## config.mk

```make
export PLATFORM = sky130hd
export DESIGN_NAME = pcaw_cfg
export DESIGN_NICKNAME = d
export VERILOG_FILES = /design/src/design/pcaw_pkg.sv /design/src/design/pcaw_cfg.sv
export SDC_FILE = /design/constraint.sdc
export NUM_CORES = 1
export LEC_CHECK = 0
export ABC_AREA = 1
export BUFFER_PORTS_ARGS = -buffer_cell sky130_fd_sc_hd__buf_2
export CAP_MARGIN = 20
export CORE_MARGIN = 5
export CORE_UTILIZATION = 55
export DETAILED_ROUTE_END_ITERATION = 12
export PLACE_DENSITY_LB_ADDON = 0.15
export SLEW_MARGIN = 20
export SYNTH_ARGS = -nofsm -noshare
export SYNTH_HDL_FRONTEND = slang
export SYNTH_SLANG_ARGS = --single-unit
```

## constraint.sdc

```tcl
create_clock -name clk_i -period 1.32 [get_ports clk_i]
set_input_delay 0.264 -clock clk_i [delete_from_list [all_inputs] [get_ports clk_i]]
set_output_delay 0.264 -clock clk_i [all_outputs]
set_load 0.01 [all_outputs]
```

## src/design/pcaw_pkg.sv

```systemverilog
`timescale 1ns / 1ps
// Shared types, widths and constants of the angle-wrapping PID controller.
package pcaw_pkg;

  localparam int MeasW   = 24;  // measured sample and setpoint, 8 fraction bits
  localparam int GainW   = 24;  // Q11.12 gains
  localparam int OutW    = 16;  // drive value and output bounds
  localparam int ErrW    = 25;  // error, 8 fraction bits
  localparam int DiffW   = 26;  // error step for the derivative term
  localparam int ProdW   = 49;  // error times gain, 20 fraction bits
  localparam int DProdW  = 50;  // error step times gain
  localparam int IPartW  = 37;  // integral increment after the floor shift
  localparam int IntegW  = 40;  // integral accumulator, 8 fraction bits
  localparam int PdW     = 51;  // P plus D
  localparam int SumW    = 54;  // full controller sum, 20 fraction bits
  localparam int FracW   = 20;  // fraction bits of the sum
  localparam int IShiftW = 12;  // integral to sum alignment

  // Angle wrap: split the difference into whole degrees and 1/256 parts, then
  // reduce the degrees modulo 360 = 8 * 45, the 45 by reciprocal multiply.
  localparam int          WrapUW     = 15;
  localparam int          WrapProdW  = 31;
  localparam int          WrapShift  = 21;
  localparam logic [15:0] WrapOffset = 16'd8235;   // 183 * 45, keeps the operand positive
  localparam logic [15:0] WrapRecip  = 16'd46604;  // ceil(2^21 / 45)
  localparam logic [15:0] WrapMod    = 16'd45;
  localparam logic [16:0] HalfTurn   = 17'd46080;  // 180 degrees
  localparam logic signed [17:0] FullTurn = 18'sd92160;  // 360 degrees

  typedef enum logic [2:0] {
    REG_SETPOINT   = 3'd0,
    REG_GAIN_P     = 3'd1,
    REG_GAIN_I     = 3'd2,
    REG_GAIN_D     = 3'd3,
    REG_OUT_MIN    = 3'd4,
    REG_OUT_MAX    = 3'd5,
    REG_ANGLE_MODE = 3'd6
  } cfg_reg_e;

  typedef struct packed {
    logic signed [MeasW-1:0] setpoint;
    logic signed [GainW-1:0] gain_p;
    logic signed [GainW-1:0] gain_i;
    logic signed [GainW-1:0] gain_d;
    logic signed [OutW-1:0]  out_min;
    logic signed [OutW-1:0]  out_max;
    logic                    angle_mode;
  } cfg_t;

  // Load strobes of the pipeline stages after the input register.
  typedef struct packed {
    logic s1;
    logic s2;
    logic s3;
    logic s4;
    logic s5;
  } stage_ld_t;

endpackage

```

## src/design/pcaw_cfg.sv

```systemverilog
`timescale 1ns / 1ps
// Configuration register file of the angle-wrapping PID controller.
module pcaw_cfg
  import pcaw_pkg::*;
(
  input  logic              clk_i,
  input  logic              rst_ni,
  input  logic              cfg_we_i,
  input  logic [2:0]        cfg_idx_i,
  input  logic [GainW-1:0]  cfg_wdata_i,
  output cfg_t              cfg_o
);

  cfg_t cfg_q;

  always_ff @(posedge clk_i or negedge rst_ni) begin
    if (!rst_ni) begin
      cfg_q.setpoint   <= '0;
      cfg_q.gain_p     <= '0;
      cfg_q.gain_i     <= '0;
      cfg_q.gain_d     <= '0;
      cfg_q.out_min    <= {1'b1, {(OutW-1){1'b0}}};
      cfg_q.out_max    <= {1'b0, {(OutW-1){1'b1}}};
      cfg_q.angle_mode <= 1'b0;
    end else if (cfg_we_i) begin
      case (cfg_reg_e'(cfg_idx_i))
        REG_SETPOINT:   cfg_q.setpoint   <= cfg_wdata_i;
        REG_GAIN_P:     cfg_q.gain_p     <= cfg_wdata_i;
        REG_GAIN_I:     cfg_q.gain_i     <= cfg_wdata_i;
        REG_GAIN_D:     cfg_q.gain_d     <= cfg_wdata_i;
        REG_OUT_MIN:    cfg_q.out_min    <= cfg_wdata_i[OutW-1:0];
        REG_OUT_MAX:    cfg_q.out_max    <= cfg_wdata_i[OutW-1:0];
        REG_ANGLE_MODE: cfg_q.angle_mode <= cfg_wdata_i[0];
        default: ;  // drop writes to unknown indexes
      endcase
    end
  end

  assign cfg_o = cfg_q;

endmodule

```

==> impl_metrics.tcl <==
set metrics [dict create \
    critical-path-top-delay-family "flip-flops" \
    fin_nets 826 \
    final_max_slew_viol_count 0 \
    yosysSeqAreaShare_pct 63.3 \
    die-width_um 107 \
    setup_slack_ns -0.116 \
    fmaxAchievable_mhz 697 \
    pre_cts_ws_ns -0.0459 \
    vias 4876 \
    holdWs_ns 0.0202 \
    ys_types 13 \
    grt_use_total_pct 28.3 \
    antenna_cells 0 \
    hold_violations 0 \
    place_hpwl_mm 10.2 \
    power.density_nw_per_um2 1760 \
    crit_chain "buf_6" \
    startpoint "cfg_o[5]$_DFFE_PN1P_" \
    worstHoldStart "cfg_wdata_i[19]" \
    setup-tns-final_ns -1.70 \
    remaining_drc_errors 0 \
    grt_max_degree 56 \
    syn-cell-area_um2 5130 \
    drive_gt1_share_pct 36.1 \
    die-area_um2 11400 \
    violations "negative setup slack" \
    worst_setup_path_start_kind "register" \
    yosys_warnings 0 \
    antenna_found_initial 0 \
    grt_pass1_wl_mm 25.1 \
    crit_path_max_incr_delay_ns 0.55 \
    crit_slowest_cell "dfstp_2" \
    busiest_layer "met2" \
    cts.sinks 129 \
    rsz0062_at_grt "true" \
    numPortBuffers 158 \
    grt.met2_usage_pct 46.0 \
    slew_headroom_pct 65.5 \
    worst_pin_slew_ns 0.516 \
    detail_route.iter0.violations 343 \
    drt-pass1-iter-count 5 \
    ys_seq_elements 129 \
    design_area_um2 7380 \
    wl_per_cell_um 17.3 \
    crit_buf_inv 1 \
    cts_tree "built" \
    largest_register_ffs 129 \
    die_h_um 107 \
    finalCritPeriodShare_pct 109 \
    syn_nets 600 \
    wl_mm 15.9 \
    end_kind "output port" \
    arrival_ns 1.17 \
    critical_path_required_ns 1.06 \
    grt_pass1_vias 4852 \
    crit_type "register to output port" \
    syn_area_per_cell_um2 9.00 \
    grt_use_met1_pct 37.2 \
    use_met3_pct 8.55 \
    grt_overflow 0 \
    hp-class "input pin to register" \
    setup_viol 29 \
    status "complete, but fails checks" \
    fin_crit_ns 1.44 \
    irDropWorstVdd_v 0.000942 \
    synth_cells 570 \
    worstReg2RegStart "cfg_o[70]$_DFFE_PN0P_" \
    cts_buffers 17 \
    num_rows 35 \
    max_cap_viol_count 0 \
    placed_area_um2 6090 \
    finalWeightedCongestion 0.825 \
    clockBufferDepth 2 \
    viasPerCell 5.30 \
    worst_clock_skew_ns 0 \
    htreeDepth 4 \
    core_um2 9150 \
    seqCellArea_um2 3250 \
    clock-root-buffer "clkbuf_8" \
    initial_core_util_pct 56.1 \
    final_util_pct 80.7 \
    multi_input_area_um2 1680 \
    syn_to_final_growth_pct 43.9 \
    path_clk_slew_ns 0.06 \
    ios 159 \
    total_leakage_power_nw 4.19 \
    clk_latency_ns 0.52 \
    cp_max_fo 2 \
    antenna_left 0 \
    num-fill-cells 580 \
]
-- metal layers --
layer,wire (µm),share of wire (%)
met4,392,2.5
met5,0,0
met3,1460,9.2
met2,7770,49
met1,6270,39
-- cell families after synthesis --
logic type / Yosys count / share of synthesized area (%)
AND/OR/NAND/NOR: 404 / 32.6
buffers and inverters: 37 / 4.15
flip-flops: 129 / 63.3
-- synth_stat cells --
cell type | instances | area [µm²]
nand2_1 | 304 | 1140
dfrtp_1 | 113 | 2830
nand3_1 | 89 | 445
buf_2 | 20 | 100
dfstp_2 | 16 | 420
buf_4 | 5 | 37.5
nand2_2 | 5 | 31.3
buf_6 | 4 | 45.0
inv_1 | 4 | 15.0
nor2_2 | 3 | 18.8
nor2_4 | 3 | 33.8
buf_1 | 2 | 7.51
inv_2 | 2 | 7.51
-- placed cells by master, fill, tap and decap left out --
cell	Yosys	final
buf_2	20	122
buf_12	0	6
inv_6	0	5
clkinvlp_4	0	3
clkbuf_16	0	16
nand2_1	304	304
buf_4	5	69
bufinv_16	0	3
inv_1	4	4
inv_2	2	2
clkbuf_8	0	1
buf_6	4	35
clkbuf_1	0	1
dfrtp_1	113	113
clkinv_2	0	1
nor2_2	3	2
nand2_2	5	5
nor2_4	3	4
clkinv_4	0	2
dfstp_2	16	16
dlygate4sd3_1	0	6
nand3_1	89	89
-- through the flow --
stage	power, mW	cells
6_report	13.0	920
5_1_grt	13.6	920
4_1_cts	12.5	876
3_5_place_dp	7.54	826
3_3_place_gp	7.45	826
2_1_floorplan	6.28	570
-- power by group --
part	leakage, nW	internal, mW	switching, mW
Clock	0.283	2.91	1.83
Sequential	1.59	4.77	0.484
Combinational	2.32	1.50	1.53
Total	4.19	9.17	3.84
-- worst paths after layout --
check,end,slack (ns),cells past startpoint
worst max-delay path,cfg_o[5],-0.12,1
worst min-delay path,cfg_o[52]$_DFFE_PN0P_,0.02,3
worst max register to register,cfg_o[70]$_DFFE_PN0P_,0.43,4
worst min register to register,cfg_o[30]$_DFFE_PN0P_,0.47,2
max in group asynchronous,cfg_o[3]$_DFFE_PN1P_,0.49,3
min in group asynchronous,cfg_o[87]$_DFFE_PN0P_,0.19,2
-- area by class of cell --
class                           count  share of cell area, %
Timing Repair Buffer              238                   23.1
Tap cell                          111                   1.88
Multi-Input combinational cell    404                   22.7
Inverter                            6                  0.305
Clock buffer                       18                   5.66
Sequential cell                   129                   44.0
Clock inverter                     14                   2.42
-- tightest hold or removal path, stage by stage --
cell     delay (ns)
buf_2          0.13
nand2_1        0.06
nand2_1        0.05
-- repair_timing --
item	in CTS	in global routing
cloned	0	0
endpoints found under the setup margin	51	125
resized for setup	18	21
endpoints found under the hold margin	105	0
hold buffers	6	0
buffers inserted	12	44
(Power assumes the default switching activity.)
