--- config.mk ---
export PLATFORM = sky130hd
export DESIGN_NAME = pcaw_err
export DESIGN_NICKNAME = d
export VERILOG_FILES = /design/src/design/pcaw_pkg.sv /design/src/design/pcaw_err.sv
export SDC_FILE = /design/constraint.sdc
export NUM_CORES = 1
export LEC_CHECK = 0
export BUFFER_PORTS_ARGS = -buffer_cell sky130_fd_sc_hd__buf_2
export CORE_MARGIN = 5
export CORE_UTILIZATION = 35
export DETAILED_ROUTE_END_ITERATION = 7
export HOLD_SLACK_MARGIN = 0.08
export PLACE_DENSITY = 0.66
export SLEW_MARGIN = 20
export SYNTH_ARGS = -nofsm -noshare
export SYNTH_HDL_FRONTEND = slang
export SYNTH_SLANG_ARGS = --single-unit
--- constraint.sdc ---
create_clock -name clk_i -period 7.05 [get_ports clk_i]
set_input_delay 0.3525 -clock clk_i [delete_from_list [all_inputs] [get_ports clk_i]]
set_output_delay 0.3525 -clock clk_i [all_outputs]
set_load 0.05 [all_outputs]
--- src/design/pcaw_pkg.sv ---
`timescale 1ns / 1ps
// Shared types, widths and constants of the angle-wrapping PID controller.
package pcaw_pkg;

  localparam int MeasW   = 24;  // measured sample and setpoint, 8 fraction bits
  localparam int GainW   = 24;  // Q11.12 gains
  localparam int OutW    = 16;  // drive value and output bounds
  localparam int ErrW    = 25;  // error, 8 fraction bits
  localparam int DiffW   = 26;  // error step for the derivative term
  localparam int ProdW   = 49;  // error times gain, 20 fraction bits
  localparam int DProdW  = 50;  // error step times gain
  localparam int IPartW  = 37;  // integral increment after the floor shift
  localparam int IntegW  = 40;  // integral accumulator, 8 fraction bits
  localparam int PdW     = 51;  // P plus D
  localparam int SumW    = 54;  // full controller sum, 20 fraction bits
  localparam int FracW   = 20;  // fraction bits of the sum
  localparam int IShiftW = 12;  // integral to sum alignment

  // Angle wrap: split the difference into whole degrees and 1/256 parts, then
  // reduce the degrees modulo 360 = 8 * 45, the 45 by reciprocal multiply.
  localparam int          WrapUW     = 15;
  localparam int          WrapProdW  = 31;
  localparam int          WrapShift  = 21;
  localparam logic [15:0] WrapOffset = 16'd8235;   // 183 * 45, keeps the operand positive
  localparam logic [15:0] WrapRecip  = 16'd46604;  // ceil(2^21 / 45)
  localparam logic [15:0] WrapMod    = 16'd45;
  localparam logic [16:0] HalfTurn   = 17'd46080;  // 180 degrees
  localparam logic signed [17:0] FullTurn = 18'sd92160;  // 360 degrees

  typedef enum logic [2:0] {
    REG_SETPOINT   = 3'd0,
    REG_GAIN_P     = 3'd1,
    REG_GAIN_I     = 3'd2,
    REG_GAIN_D     = 3'd3,
    REG_OUT_MIN    = 3'd4,
    REG_OUT_MAX    = 3'd5,
    REG_ANGLE_MODE = 3'd6
  } cfg_reg_e;

  typedef struct packed {
    logic signed [MeasW-1:0] setpoint;
    logic signed [GainW-1:0] gain_p;
    logic signed [GainW-1:0] gain_i;
    logic signed [GainW-1:0] gain_d;
    logic signed [OutW-1:0]  out_min;
    logic signed [OutW-1:0]  out_max;
    logic                    angle_mode;
  } cfg_t;

  // Load strobes of the pipeline stages after the input register.
  typedef struct packed {
    logic s1;
    logic s2;
    logic s3;
    logic s4;
    logic s5;
  } stage_ld_t;

endpackage

--- src/design/pcaw_err.sv ---
`timescale 1ns / 1ps
// Error former: plain difference or angle difference wrapped into (-180, 180].
module pcaw_err
  import pcaw_pkg::*;
(
  input  logic                    clk_i,
  input  stage_ld_t               ld_i,
  input  cfg_t                    cfg_i,
  input  logic signed [MeasW-1:0] meas_i,
  output logic signed [ErrW-1:0]  err_o
);

  // Stage 1: difference and reciprocal product
  logic signed [ErrW-1:0]  diff_d, diff_q;
  logic [15:0]             u1_ext;
  logic [WrapUW-1:0]       u1;
  logic [WrapProdW-1:0]    prod_d, prod_q;

  // Stage 2: remainder, wrap, mode select
  logic [15:0]             u2_ext;
  logic [9:0]              quot;
  logic [15:0]             rem_full;
  logic [6:0]              rem;
  logic [5:0]              rem45;
  logic [16:0]             turn_pos;
  logic signed [17:0]      wrapped;
  logic signed [ErrW-1:0]  err_d, err_q;

  assign diff_d = ErrW'(meas_i) - ErrW'(cfg_i.setpoint);

  // Whole degrees over 8, shifted positive by a multiple of 45
  assign u1_ext = {{2{diff_d[ErrW-1]}}, diff_d[ErrW-1:11]} + WrapOffset;
  assign u1     = u1_ext[WrapUW-1:0];
  assign prod_d = WrapProdW'(u1) * WrapProdW'(WrapRecip);

  always_ff @(posedge clk_i) begin
    if (ld_i.s1) begin
      diff_q <= diff_d;
      prod_q <= prod_d;
    end
  end

  assign u2_ext   = {{2{diff_q[ErrW-1]}}, diff_q[ErrW-1:11]} + WrapOffset;
  assign quot     = prod_q[WrapShift +: 10];
  assign rem_full = u2_ext - 16'(quot) * WrapMod;
  assign rem      = rem_full[6:0];

  always_comb begin
    // one correction step covers any underestimate of the quotient
    if (rem >= 7'(WrapMod)) begin
      rem45 = 6'(rem - 7'(WrapMod));
    end else begin
      rem45 = rem[5:0];
    end
  end

  // Position within the turn in [0, 360) degrees, then fold the upper half down
  assign turn_pos = {rem45, diff_q[10:0]};
  assign wrapped  = (turn_pos > HalfTurn) ? $signed({1'b0, turn_pos}) - FullTurn
                                          : $signed({1'b0, turn_pos});

  assign err_d = cfg_i.angle_mode ? ErrW'(wrapped) : -diff_q;

  always_ff @(posedge clk_i) begin
    if (ld_i.s2) begin
      err_q <= err_d;
    end
  end

  assign err_o = err_q;

endmodule

==> metrics.md, run 1 <==
| Metric | Value |
|---|---|
| Post-synth cell types | a little under 80 |
| Data arrival time of the worst path | about 7.2 ns |
| Ant diodes | 0 |
| Global placement routability congestion | 0.886 |
| Drt total wl | ~20 mm |
| Failing checks | negative setup slack |
| Vias in the first global route | 6,960 |
| Critical Setup Path Class | in2reg |
| Seq/Total Area, Yosys | 20.9% |
| Slew Limit Fails | 0 |
| Async SR Flop Fraction | 0% |
| Final worst path period share | 100% |
| IO Port Bufs | 76 |
| Top cells by count, synth | inv_1 (153), ha_1 (138), edfxtp_1 (57) |
| Clk sinks | 57 |
| FILL cells | between 2,000 and 2,500 |
| CP Capture Type | register |
| Worst rel slew slack | a little over half |
| Post-synth EDFFs | 57 |
| Minimum clock period | 7.08 ns |
| Synthesized cell area | 8170 sq um |
| MaxCap Viol Count | 0 |
| Setup ws final | -0.0305 ns |
| Drt first-iter violations | 287 |
| FP Rows | 56 |
| Req. time, crit path | 7.12 ns |
| Most frequent cell after synthesis | inv_1 |
| Synthesis-to-finish area growth | 33.2% |
| Syn nets | 1,205 |
| Max Freq | roughly 140 MHz |
| Hold slack | 0.413 ns |
| Reg2Reg Depth | 20 |
| Worst reg2reg startpoint | prod_q[22] |
| Pre-antenna DRT Iters | 5 |
| Synth Flop Type | edfxtp_1 |
| Hold crit path type | in2reg |
| Critical R2R Capture | err_o[12] |
| Post-DP HPWL | 16.6 mm |
| CTS root buffer | clkbuf_16 |
| CTS tree | built |
| Worst-path fanout max | 5 |
| Die ar. | 26,500 sq um |
| Final Net Count | around 1,400 |
| Total number of vias | 6,896 |
| Pre-CTS setup slack | -0.443 ns |
| DRC viols | 0 |
| First-pass GRT wire length | between 30 and 40 mm |
| Ys Warns | 0 |
| Util after Layout | 46.8% |
| Synth area leaders | ha_1 (21%), edfxtp_1 (21%), fa_1 (13%) |
| Worst hold path depth | 3 |
| Starting density of the core | 35.1% |
| Initial antenna violation count | 0 |
| Hold Crit Start | cfg_i[105] |
| Number of synthesized register bits | 57 |
| RSZ-0062 raised after global routing | yes |
| Worst Tran Pin Value | 0.700 ns |
| Vias per std cell | 4.88 |
| H-tree Lvls | 3 |
| Clk_lat worst skew | roughly 0.33 ns |
| Total CTS buffers | 9 |
| Share of cells above drive strength 1 | 30.3% |
| Finish-stage setup viols | 1 |
| Clk_skew | 0.0113 ns |
| Wire per inst | 14.0 um |
| Share of the synthesized area in the top cell type | 21.1% |
| Cell taking the most area after synthesis | ha_1 |
| Clk slew on worst S/H paths | 0.05 ns |
| Post-route ant nets | 0 |
| Die width | 163 um |
| GRT Util Overall | 14.9% |
| Pin count of the biggest net entering global routing | 33 |
| Syn Inst Count | 856 |
| Status | finished, violations left |
| WHS Endpoint | diff_q[0] |
| Die Ht | 163 um |
| CTS Buffer Depth | 2 |
| Final Hold Violating Endpoints | 0 |
| Startpoint types | primary input |
| CORE AREA | around 23,000 sq um |
| Total grt overflow | 0 |
| Hold buffer count at cts | 0 |
| Reg2reg setup slack | around 1.0 ns |
| Ports | around 180 |
| Mean Syn Cell Area | 9.55 sq um |
-- metal layers --
metal	GRT usage [%]	up-vias	wire (um)
met5	0	-	0
met2	25.0	115	9580
met1	20.1	3297	9130
li1	-	3454	-
met4	5.72	0	469
met3	1.09	30	658
-- stage by stage --
step	setup TNS [ns]	cells	area (sq um)
floorplan	0	856	8360
global placement	-1.35	1382	10100
detailed placement	-1.91	1382	10100
CTS	0	1398	10500
global route	-0.978	1413	10900
finish	-0.0305	1413	10900
-- worst max-delay path, stage by stage --
cell       delay (ns)
buf_6            0.10
ha_4             0.15
fa_2             0.37
nor2b_4          0.16
o31ai_4          0.08
a2111o_1         0.53
buf_6            0.17
a2111oi_4        0.34
or3b_4           0.21
buf_4            0.17
xor2_1           0.27
ha_1             0.33
fa_1             0.52
fa_1             0.56
fa_1             0.44
fa_1             0.50
ha_1             0.32
ha_1             0.32
a21o_1           0.19
a21oi_2          0.12
o21ai_2          0.07
a31oi_2          0.20
o211ai_1         0.14
a31o_2           0.28
a21oi_2          0.15
xnor2_1          0.09
-- cell families after synthesis --
| group | Yosys count | synth area share (%) |
|---|---|---|
| AO/OA/AOI/OAI | 173 | 14.6 |
| XOR/XNOR | 89 | 9.96 |
| adder cells (fa/ha/maj) | 190 | 33.9 |
| buffers and inverters | 168 | 8.17 |
| flip-flops | 57 | 20.9 |
| multiplexers | 7 | 0.888 |
| AND/OR/NAND/NOR | 172 | 11.5 |
-- timing repair --
action / CTS / global route
endpoints found under the setup margin: 4 / 7
setup buffers: 0 / 15
pin swaps: 3 / 48
endpoints found under the hold margin: 0 / 0
resized for setup: 5 / 48
gates cloned: 0 / 0
-- flip-flops by register name, summed over array words and instances, names as in the netlist --
name    count
diff_q     25
err_o      25
prod_q      7
-- cell type report --
type | count | area, sq um | area share (%)
multi-input cells | 631 | 6300 | 57.9
well taps | 319 | 399 | 3.66
clock inverters | 5 | 56.3 | 0.517
inverters | 154 | 581 | 5.33
flip-flops and latches | 57 | 1710 | 15.7
clock buffers | 11 | 233 | 2.14
repair buffers | 236 | 1610 | 14.7
-- how the worst max path moves through the flow --
| stage | startpoint | endpoint | slack, ns |
|---|---|---|---|
| final | cfg_i[105] | prod_q[27] | -0.03 |
| after global routing | cfg_i[107] | prod_q[27] | -0.28 |
| after CTS | cfg_i[105] | prod_q[27] | 0.005 |
| after detailed placement | cfg_i[105] | prod_q[27] | -0.44 |
| after global placement | cfg_i[105] | prod_q[27] | -0.35 |
| after floorplan | meas_i[0] | prod_q[27] | 0.009 |
-- cell usage in the layout, fill, tap and decap left out, types with 18 or more instances in the layout --
cell type,instances
a21o_1,18
a21oi_1,40
buf_2,74
buf_4,157
edfxtp_1,57
fa_1,51
ha_1,118
ha_4,18
inv_1,149
nand2_1,25
nor2_1,41
o21ai_0,30
xnor2_1,40
xor2_1,38
Power of run 1 is not shown: default switching activity piles up to over one toggle a cycle in this logic, so the estimate is an artifact.
==> run 2: changes to the inputs <==
Settings changed: GPL_ROUTABILITY_DRIVEN from default to 0, REMOVE_ABC_BUFFERS from default to 1.
==> run 2 against run 1 <==
  * The flow still finishes with violations (negative setup slack)
  * Register-to-register slack gained 0.11 ns
  * Global-route usage grew 0.33 points
  * Clock skew shrank 0.0045 ns
  * Utilization grew 0.097 points
  * Critical endpoint unchanged
  * Highest routed layer unchanged
  * First-iteration DRC count grew 12%
  * Critical path depth grew 6
  * Routed wire length grew 0.97%
  * Cell count grew 0.35%
==> metrics.md, run 2 (same netlist as run 1, synthesis figures left out) <==
| Metric | Value |
|---|---|
| Finish-stage setup viols | 1 |
| Status | finished, violations left |
| Req. time, crit path | 7.12 ns |
| Pre-antenna DRT Iters | 5 |
| Drt first-iter violations | 322 |
| Max Freq | roughly 140 MHz |
| Util after Layout | a little under half |
| H-tree Lvls | 3 |
| Post-DP HPWL | 16.5 mm |
| Clk_lat worst skew | 0.33 ns |
| Die width | 163 um |
| DRC viols | 0 |
| CTS Buffer Depth | 2 |
| Final Net Count | ~1,400 |
| Clk sinks | 57 |
| Total CTS buffers | 9 |
| Total grt overflow | 0 |
| MaxCap Viol Count | 0 |
| Startpoint types | primary input |
| GRT Util Overall | 15.2% |
| Die ar. | 26,500 sq um |
| Starting density of the core | 35.1% |
| CTS root buffer | clkbuf_16 |
| Hold crit path type | in2reg |
| CTS tree | built |
| Failing checks | negative setup slack |
| Die Ht | ~160 um |
| Vias in the first global route | 7,100 |
| First-pass GRT wire length | 33.4 mm |
| Ports | approximately 180 |
| Commonest non-fill, non-tap cell in the layout | buf_4 |
| Worst Tran Pin Value | 0.678 ns |
| Reg2Reg Depth | 20 |
| Vias per std cell | 4.91 |
| CP Capture Type | register |
| Minimum clock period | 7.12 ns |
| Critical Setup Path Class | in2reg |
| Clk_skew | approximately 0.0068 ns |
| Wire per inst | roughly 14 um |
| Final Hold Violating Endpoints | 0 |
| Share of cells above drive strength 1 | 30.8% |
| Clk slew on worst S/H paths | 0.05 ns |
| Initial antenna violation count | 0 |
| Post-route ant nets | 0 |
| Data arrival time of the worst path | 7.20 ns |
| Synthesis-to-finish area growth | 33.5% |
| Pin count of the biggest net entering global routing | 33 |
| Setup ws final | -0.0738 ns |
| CP most frequent cell | fa_1 |
| Worst hold path depth | 3 |
| Total number of vias | 6,969 |
| Worst-path fanout max | 3 |
| IO Port Bufs | 76 |
| Slew Limit Fails | 0 |
| Most frequent cells in the layout | buf_4 (163), inv_1 (148), ha_1 (120) |
| Drt total wl | 20.0 mm |
| CORE AREA | 23,300 sq um |
| Worst rel slew slack | a little over half |
| RSZ-0062 raised after global routing | yes |
| Crit-path max cell delay | 0.58 ns |
| Final worst path period share | 101% |
| FP Rows | 56 |
| Ant diodes | 0 |
| CP max-delay cell | fa_1 |
run 2: path summary, 6_finish.rpt:
check | endpoint | startpoint | slack, ns
max reg2reg | err_o[12] | prod_q[22] | 1.15
max | prod_q[27] | meas_i[0] | -0.07
min reg2reg | err_o[0] | diff_q[0] | 0.48
min | diff_q[0] | cfg_i[105] | 0.41
run 2: what timing repair did:
| action | CTS | global route |
|---|---|---|
| hold buffers | 0 | 0 |
| gates resized for setup | 44 | 37 |
| endpoints found under the setup margin | 7 | 7 |
| pin swaps | 54 | 43 |
| setup buffers | 15 | 9 |
run 2: through the flow:
step | hold slack, ns | cells | setup TNS [ns] | worst slack [ns] | cell area [sq um]
global route | 0.411 | 1418 | -1.21 | -0.350 | 10900
detailed placement | 0.479 | 1380 | -4.92 | -0.891 | 9940
finish | 0.413 | 1418 | -0.0738 | -0.0738 | 10900
global placement | 0.472 | 1380 | -3.79 | -0.711 | 9940
CTS | 0.428 | 1410 | 0 | 0.0181 | 10600
floorplan | 0.452 | 842 | -2.42 | -0.578 | 8080
run 2: per-layer routing:
metal  global-route usage, %  share of wire, %
met4                    3.28               1.5
met1                    19.8                45
met3                    1.59               3.4
met2                    27.3                50
met5                       0                 0
run 2: critical path, delay by kind of cell:
kind	cells	cell delay (ns)
AO/OA/AOI/OAI	13	2.09
XOR/XNOR	4	0.63
adder cells (fa/ha/maj)	9	3.52
buffers and inverters	5	0.45
AND/OR/NAND/NOR	1	0.16
run 2: cell type report:
class                      instances  area [sq um]
inverter                         154           581
fill                            2169         12300
clock inverter                     6          81.3
clock buffer                      10           229
sequential                        57          1710
timing repair buffer             241          1640
multi-input combinational        631          6270
tap                              319           399
Power of run 2 is left out for the same reason.
